==> config.mk <==
export PLATFORM = sky130hd
export DESIGN_NAME = fent_match
export DESIGN_NICKNAME = d
export VERILOG_FILES = /design/src/hdl/fent_pkg.sv /design/src/hdl/fent_match.sv
export SDC_FILE = /design/constraint.sdc
export NUM_CORES = 1
export LEC_CHECK = 0
export BUFFER_PORTS_ARGS = -buffer_cell sky130_fd_sc_hd__buf_2
export CORE_AREA = 2 2 146 148
export DETAILED_ROUTE_END_ITERATION = 10
export DIE_AREA = 0 0 148 150
export GPL_TIMING_DRIVEN = 1
export MAX_ROUTING_LAYER = met4
export PLACE_DENSITY = 0.5
export SLEW_MARGIN = 15
export SYNTH_ARGS = -nofsm -noshare
export SYNTH_HDL_FRONTEND = slang
export SYNTH_SLANG_ARGS = --single-unit
==> constraint.sdc <==
create_clock -name vclk -period 2.9
set_clock_uncertainty 0.05 [all_clocks]
set_input_delay 0.145 -clock vclk [all_inputs]
set_output_delay 0.145 -clock vclk [all_outputs]
set_load 0.005 [all_outputs]
==> src/hdl/fent_pkg.sv <==
// Shared types and constants for the fixed-entry name table.
// No dependencies; imported by fent_match and fixed_entry_name_table.
`timescale 1ns / 1ps
`default_nettype none

package fent_pkg;

    localparam int NAME_BYTES = 14;
    localparam int NAME_W     = 8 * NAME_BYTES;
    localparam int INODE_W    = 16;
    localparam int ENTRY_W    = INODE_W + NAME_W;
    localparam logic [7:0] SLASH_CHAR = 8'h2F;
    localparam logic [3:0] NAME_MAX   = 4'(NAME_BYTES);

    typedef enum logic [1:0] {
        CMD_LOOKUP = 2'd0,
        CMD_ADD    = 2'd1,
        CMD_REMOVE = 2'd2,
        CMD_ITER   = 2'd3
    } cmd_e_t;

    typedef enum logic [2:0] {
        STAT_OK       = 3'd0,
        STAT_NOTFOUND = 3'd1,
        STAT_BADLEN   = 3'd2,
        STAT_SLASH    = 3'd3,
        STAT_FULL     = 3'd4,
        STAT_END      = 3'd5
    } status_e_t;

    typedef enum logic [1:0] {
        ST_IDLE,
        ST_SCAN,
        ST_DONE
    } state_e_t;

    // search key held for the duration of one command
    typedef struct packed {
        cmd_e_t                  cmd;
        logic [NAME_W-1:0]       name;
        logic [NAME_BYTES-1:0]   cmp_mask;  // bytes that take part in the compare
        logic [3:0]              cap;       // effective max name length
    } key_t;

    typedef struct packed {
        logic                    hit;
        logic [3:0]              name_len;
        logic [NAME_W-1:0]       name;      // stored name masked to cap
    } match_t;

endpackage

`default_nettype wire

==> src/hdl/fent_match.sv <==
// Per-entry compare: decides whether a read entry satisfies the command,
// and forms the masked name and its length. Uses fent_pkg.
`timescale 1ns / 1ps
`default_nettype none

module fent_match (
    input  wire fent_pkg::key_t                    key,
    input  wire logic [fent_pkg::INODE_W-1:0]      inode,
    input  wire logic [fent_pkg::NAME_W-1:0]       name,
    output fent_pkg::match_t                       result
);
    import fent_pkg::*;

    logic [NAME_BYTES-1:0] byte_ok;
    logic                  name_eq;
    logic                  used;

    always_comb
    begin
        result.name     = '0;
        result.name_len = key.cap;
        for (int i = 0; i < NAME_BYTES; i++)
        begin
            byte_ok[i] = !key.cmp_mask[i] || (name[8*i +: 8] == key.name[8*i +: 8]);
            if (4'(i) < key.cap)
            begin
                result.name[8*i +: 8] = name[8*i +: 8];
            end
        end
        // first zero byte below cap sets the length
        for (int i = NAME_BYTES - 1; i >= 0; i--)
        begin
            if ((4'(i) < key.cap) && (name[8*i +: 8] == 8'h00))
            begin
                result.name_len = 4'(i);
            end
        end
        name_eq = &byte_ok;
        used    = (inode != '0);
        case (key.cmd)
            CMD_ADD:  result.hit = !used;
            CMD_ITER: result.hit = used;
            default:  result.hit = used && name_eq;
        endcase
    end

endmodule

`default_nettype wire

# ---- Word level (Yosys, flattened, before mapping)
# Index checks and enable logic that the tools add are counted.
dict set report word_totals {
  reg_bits 0
  output_inout_bits 117
  wordCells 119
}
dict set report op_classes {
  order_cmp 14
  n_eq_ne 16
  muxes 29
  n_reduce_logical 60
}
# op n
set ops {}
lappend ops {{$eq 8x8->1} 14}
lappend ops {{$logic_not 8->1} 14}
lappend ops {{$mux 8} 14}
lappend ops {{$mux 4} 14}
lappend ops {{$lt 4x4->1 const A} 6}
lappend ops {{$lt 3x4->1 const A} 4}
lappend ops {{$reduce_bool 16->1} 1}
lappend ops {{$logic_and 1x1->1} 15}
lappend ops {{$logic_not 1->1} 15}
lappend ops {{$logic_or 1x1->1} 14}
lappend ops {{$reduce_and 14->1} 1}
lappend ops {{$lt 1x4->1 const A} 2}
lappend ops {{$lt 2x4->1 const A} 2}
lappend ops {{$eq 2x1->1 const B} 1}
lappend ops {{$eq 2x2->1 const B} 1}
lappend ops {{$pmux 1 s2} 1}

# ---- Logic depth before layout (Yosys ltp)
dict set report logic_depth {
  word_depth 16
  ltp_mapped 8
}

# ---- Least setup slack after synthesis
# No wires, ideal clock.
dict set report synth_timing {
  kind {input -> output}
  start {input port key[2] (netlist name)}
  end {output port result[113] (netlist name)}
  t_arrival_ns 1.216
  setup_slack_ns 1.489
  stages 6
  path_cell_list {buf_4 -> o31a_1 -> nand3_1 -> nand2_1 -> a211o_1 -> a31oi_2}
}
# element line_no
set synth_rtl {}
lappend synth_rtl {{start, declared} fent_match.sv:7} ;# input wire fent_pkg::key_t key,
lappend synth_rtl {{end, declared} fent_match.sv:10} ;# output fent_pkg::match_t result

==> report_table.html <==
<table>
<tr><th>Metric</th><th>Value</th></tr>
<tr><th colspan="2">Synth</th></tr>
<tr><td>List of most frequent post-synthesis cells</td><td>sky130_fd_sc_hd__xnor2_1, sky130_fd_sc_hd__and2_1, sky130_fd_sc_hd__nand4_1</td></tr>
<tr><td>Post-synthesis average cell area</td><td>7.161 sq um</td></tr>
<tr><td>Mux cell area share after synthesis</td><td>0%</td></tr>
<tr><td>Gate Count Post-Synth</td><td>383</td></tr>
<tr><td>Total number of yosys warnings</td><td>0</td></tr>
<tr><td>Combinational family with the most area after synthesis</td><td>simple AND/OR/NAND/NOR gates</td></tr>
<tr><td>Netlist area before placement</td><td>0.002743 sq mm</td></tr>
<tr><td>Share of the synthesized area in the top cell type</td><td>36.09%</td></tr>
<tr><td>Most frequently used cell type in the post-synthesis netlist</td><td>sky130_fd_sc_hd__xnor2_1</td></tr>
<tr><td>Cell type with the largest total area after synthesis</td><td>sky130_fd_sc_hd__xnor2_1</td></tr>
<tr><td>Parity-gate share of the synthesized area counting xor and xnor cells</td><td>36.09%</td></tr>
<tr><td>Synthesized-area fraction occupied by ao, oa, aoi and oai cells</td><td>10.17%</td></tr>
<tr><td>Post-synthesis net count</td><td>643</td></tr>
<tr><td>Area fraction in and, or, nand and nor cells after synthesis</td><td>49.68%</td></tr>
<tr><td>Sequential cell area fraction in the yosys report</td><td>0%</td></tr>
<tr><td>Yosys cell types</td><td>44</td></tr>
<tr><td>Adder-cell area share of the yosys netlist</td><td>0.3650%</td></tr>
<tr><td>Cells taking the most area after synthesis</td><td>sky130_fd_sc_hd__xnor2_1, sky130_fd_sc_hd__and2_1, sky130_fd_sc_hd__nand4_1, sky130_fd_sc_hd__nor4_1, sky130_fd_sc_hd__nor2b_1</td></tr>
<tr><th colspan="2">Setup path</th></tr>
<tr><td>Critical path's top delay family</td><td>compound AO/OA/AOI/OAI gates</td></tr>
<tr><td>Largest driver fanout on the critical path</td><td>29</td></tr>
<tr><td>Endpoint type of the worst setup path</td><td>primary output</td></tr>
<tr><td>Slowest library cell on the worst path</td><td>sky130_fd_sc_hd__or2_4</td></tr>
<tr><td>Bufs and invs on worst path</td><td>2</td></tr>
<tr><td>Crit start category</td><td>input pin</td></tr>
<tr><td>Worst Setup Path Type</td><td>in -&gt; out</td></tr>
<tr><td>Largest stage delay on the critical path</td><td>0.41 ns</td></tr>
<tr><td>Series of cell instances along the critical path</td><td>buf_2 -&gt; or2_4 -&gt; a21oi_2 -&gt; o22a_1 -&gt; nand2b_4 -&gt; nor2_1 -&gt; buf_2</td></tr>
<tr><td>Cell mode on critical path</td><td>sky130_fd_sc_hd__buf_2</td></tr>
<tr><td>Crit path required time</td><td>2.71 ns</td></tr>
<tr><td>Arrival @ worst endpoint</td><td>1.98 ns</td></tr>
<tr><th colspan="2">Timing</th></tr>
<tr><td>Normalized max-slew margin</td><td>58.85%</td></tr>
<tr><td>Final setup violation count</td><td>0</td></tr>
<tr><td>Transition at the pin with the smallest max-transition slack</td><td>0.6173 ns</td></tr>
<tr><td>Setup total negative slack</td><td>0 ns</td></tr>
<tr><td>Post-route clock period utilization</td><td>75.03%</td></tr>
<tr><td>Maximum clock frequency</td><td>0.4596 GHz</td></tr>
<tr><td>Number of hold violations in the final report</td><td>0</td></tr>
<tr><td>Worst hold margin</td><td>0.5527 ns</td></tr>
<tr><td>Unrepaired setup endpoints after global routing</td><td>no</td></tr>
<tr><td>Number of pins with negative max-slew slack in the final report</td><td>0</td></tr>
<tr><td>Clock period minus final worst setup slack</td><td>2.176 ns</td></tr>
<tr><th colspan="2">Floorplan</th></tr>
<tr><td>Core Rows</td><td>53</td></tr>
<tr><td>Height of the chip</td><td>150 um</td></tr>
<tr><td>Area of the die</td><td>0.02220 sq mm</td></tr>
<tr><td>Number of top-level pins</td><td>377</td></tr>
<tr><td>Core region area</td><td>0.02069 sq mm</td></tr>
<tr><td>X dimension of the die</td><td>148 um</td></tr>
<tr><td>Starting Density</td><td>13.26%</td></tr>
<tr><th colspan="2">Detailed routing</th></tr>
<tr><td>First drt pass iteration count</td><td>4</td></tr>
<tr><td>Routed wire length on met3</td><td>1165 um</td></tr>
<tr><td>Metal2 WL</td><td>8276 um</td></tr>
<tr><td>Detailed-route vias per instance</td><td>4.055</td></tr>
<tr><td>Detailed-route via count</td><td>4152</td></tr>
<tr><td>DRC violations left</td><td>0</td></tr>
<tr><td>Uppermost layer routed</td><td>met4</td></tr>
<tr><td>Wirelength, routed</td><td>16000 um</td></tr>
<tr><td>Wire length the detailed router placed on met1</td><td>6470 um</td></tr>
<tr><td>First-iteration detailed-routing DRC count</td><td>123</td></tr>
<tr><td>Antenna Violating Nets Remaining</td><td>0</td></tr>
<tr><td>Wire per inst</td><td>15.62 um</td></tr>
<tr><th colspan="2">Place</th></tr>
<tr><td>HPWL Detailed</td><td>14440 um</td></tr>
<tr><td>Count of buffers inserted at the top-level ports</td><td>377</td></tr>
<tr><td>Final estimated routing congestion in global placement</td><td>0.8128</td></tr>
<tr><th colspan="2">Clock tree</th></tr>
<tr><td>Hold bufs inserted after CTS</td><td>0</td></tr>
<tr><td>Resize count post-CTS</td><td>0</td></tr>
<tr><td>Setup fix buffers added after clock tree synthesis</td><td>0</td></tr>
<tr><th colspan="2">Final layout</th></tr>
<tr><td>Combined flip-flop and latch cell area</td><td>0 sq um</td></tr>
<tr><td>Layout clock buffers</td><td>0</td></tr>
<tr><td>Diode count</td><td>0</td></tr>
<tr><td>Synth-to-layout area growth</td><td>78.33%</td></tr>
<tr><td>Ratio of cells with drive above 1 in the final layout</td><td>53.00%</td></tr>
<tr><td>Final net count</td><td>1011</td></tr>
<tr><td>Seq cells</td><td>0</td></tr>
<tr><th colspan="2">Global routing</th></tr>
<tr><td>Global-route wire length before repair</td><td>22040 um</td></tr>
<tr><td>Initial antenna violation count</td><td>0</td></tr>
<tr><td>Global route total overflow</td><td>0</td></tr>
<tr><td>Overall Global Routing Usage</td><td>13.15%</td></tr>
<tr><td>Maximum number of pins on one net before global-route repair</td><td>30</td></tr>
<tr><td>Vias in the first global route</td><td>3948</td></tr>
<tr><th colspan="2">Run status</th></tr>
<tr><td>Run status</td><td>complete, no violations</td></tr>
<tr><th colspan="2">Hold path</th></tr>
<tr><td>Min-Delay Path Class</td><td>in -&gt; out</td></tr>
<tr><th colspan="2">Job</th></tr>
<tr><td>Max-Cap Viols</td><td>0</td></tr>
<tr><th colspan="2">Power</th></tr>
<tr><td>Maximum ir drop on the vdd rail</td><td>0.00003980 V</td></tr>
<tr><td>Power per standard cell area</td><td>136.8 mW/mm^2</td></tr>
<tr><td>Leakage power</td><td>0.002462 uW</td></tr>
</table>
[path summary, 6_finish.rpt]
path / start / depth (start not counted) / endpoint / slack (ns)
setup / recovery: key[3] / 7 / result[115] / 0.72
hold / removal: name[49] / 3 / result[49] / 0.55
[per-stage QoR]
stage               cells  worst slack [ns]  util [%]  total power [uW]  cell area, sq um
floorplan             383             1.489         -             297.0              2743
global placement     1024            0.6510     23.64             676.3              4891
detailed placement   1024            0.6158     23.64             676.8              4891
CTS                  1024            0.6277     23.64             680.0              4891
global route         1024            0.5642     23.64             733.2              4891
finish               1024            0.7241     23.64             668.9              4891
[layout make-up]
type | instances | area (sq um)
tap | 275 | 344.1
timing repair buffer | 378 | 1894
multi-input combinational | 368 | 2641
inverter | 3 | 11.26
fill | 2394 | 15800
[per-layer routing]
| metal | vias up | GRT usage, % |
|---|---|---|
| li1 | 2097 | - |
| met1 | 1824 | 15.77 |
| met2 | 225 | 25.02 |
| met3 | 6 | 1.159 |
| met4 | 0 | 0.6190 |
| met5 | - | - |
[cell usage in the layout, fill, tap and decap left out, types with 2 or more instances in the layout]
| cell | netlist | routed |
|---|---|---|
| sky130_fd_sc_hd__and2_1 | 37 | 37 |
| sky130_fd_sc_hd__nand4_1 | 34 | 34 |
| sky130_fd_sc_hd__and2b_1 | 22 | 22 |
| sky130_fd_sc_hd__inv_1 | 3 | 3 |
| sky130_fd_sc_hd__nor2_1 | 6 | 6 |
| sky130_fd_sc_hd__nand2_1 | 12 | 12 |
| sky130_fd_sc_hd__xnor2_1 | 113 | 113 |
| sky130_fd_sc_hd__nor2_4 | 2 | 2 |
| sky130_fd_sc_hd__nand3b_1 | 2 | 2 |
| sky130_fd_sc_hd__o21ai_0 | 17 | 17 |
| sky130_fd_sc_hd__nor2b_1 | 28 | 28 |
| sky130_fd_sc_hd__and3_1 | 25 | 25 |
| sky130_fd_sc_hd__nand3_1 | 7 | 7 |
| sky130_fd_sc_hd__a21oi_2 | 3 | 3 |
| sky130_fd_sc_hd__and2_2 | 3 | 3 |
| sky130_fd_sc_hd__buf_2 | 0 | 377 |
| sky130_fd_sc_hd__nor4_1 | 31 | 31 |
| sky130_fd_sc_hd__a21oi_1 | 3 | 3 |
[kinds of logic (layout without fill, tap and decap cells)]
kind of cell / after synthesis / count (layout)
AND/OR/NAND/NOR: 216 / 216
XOR/XNOR: 113 / 113
AO/OA/AOI/OAI: 38 / 38
buffers and inverters: 15 / 381
adder cells (fa/ha/maj): 1 / 1
[power breakdown]
part           switching (uW)  internal [uW]  leakage (uW)
logic                     311            358       0.00246
registers                   0              0             0
clock network               0              0             0
total                     311            358       0.00246
Note: power is estimated with default switching activity, not from simulation.
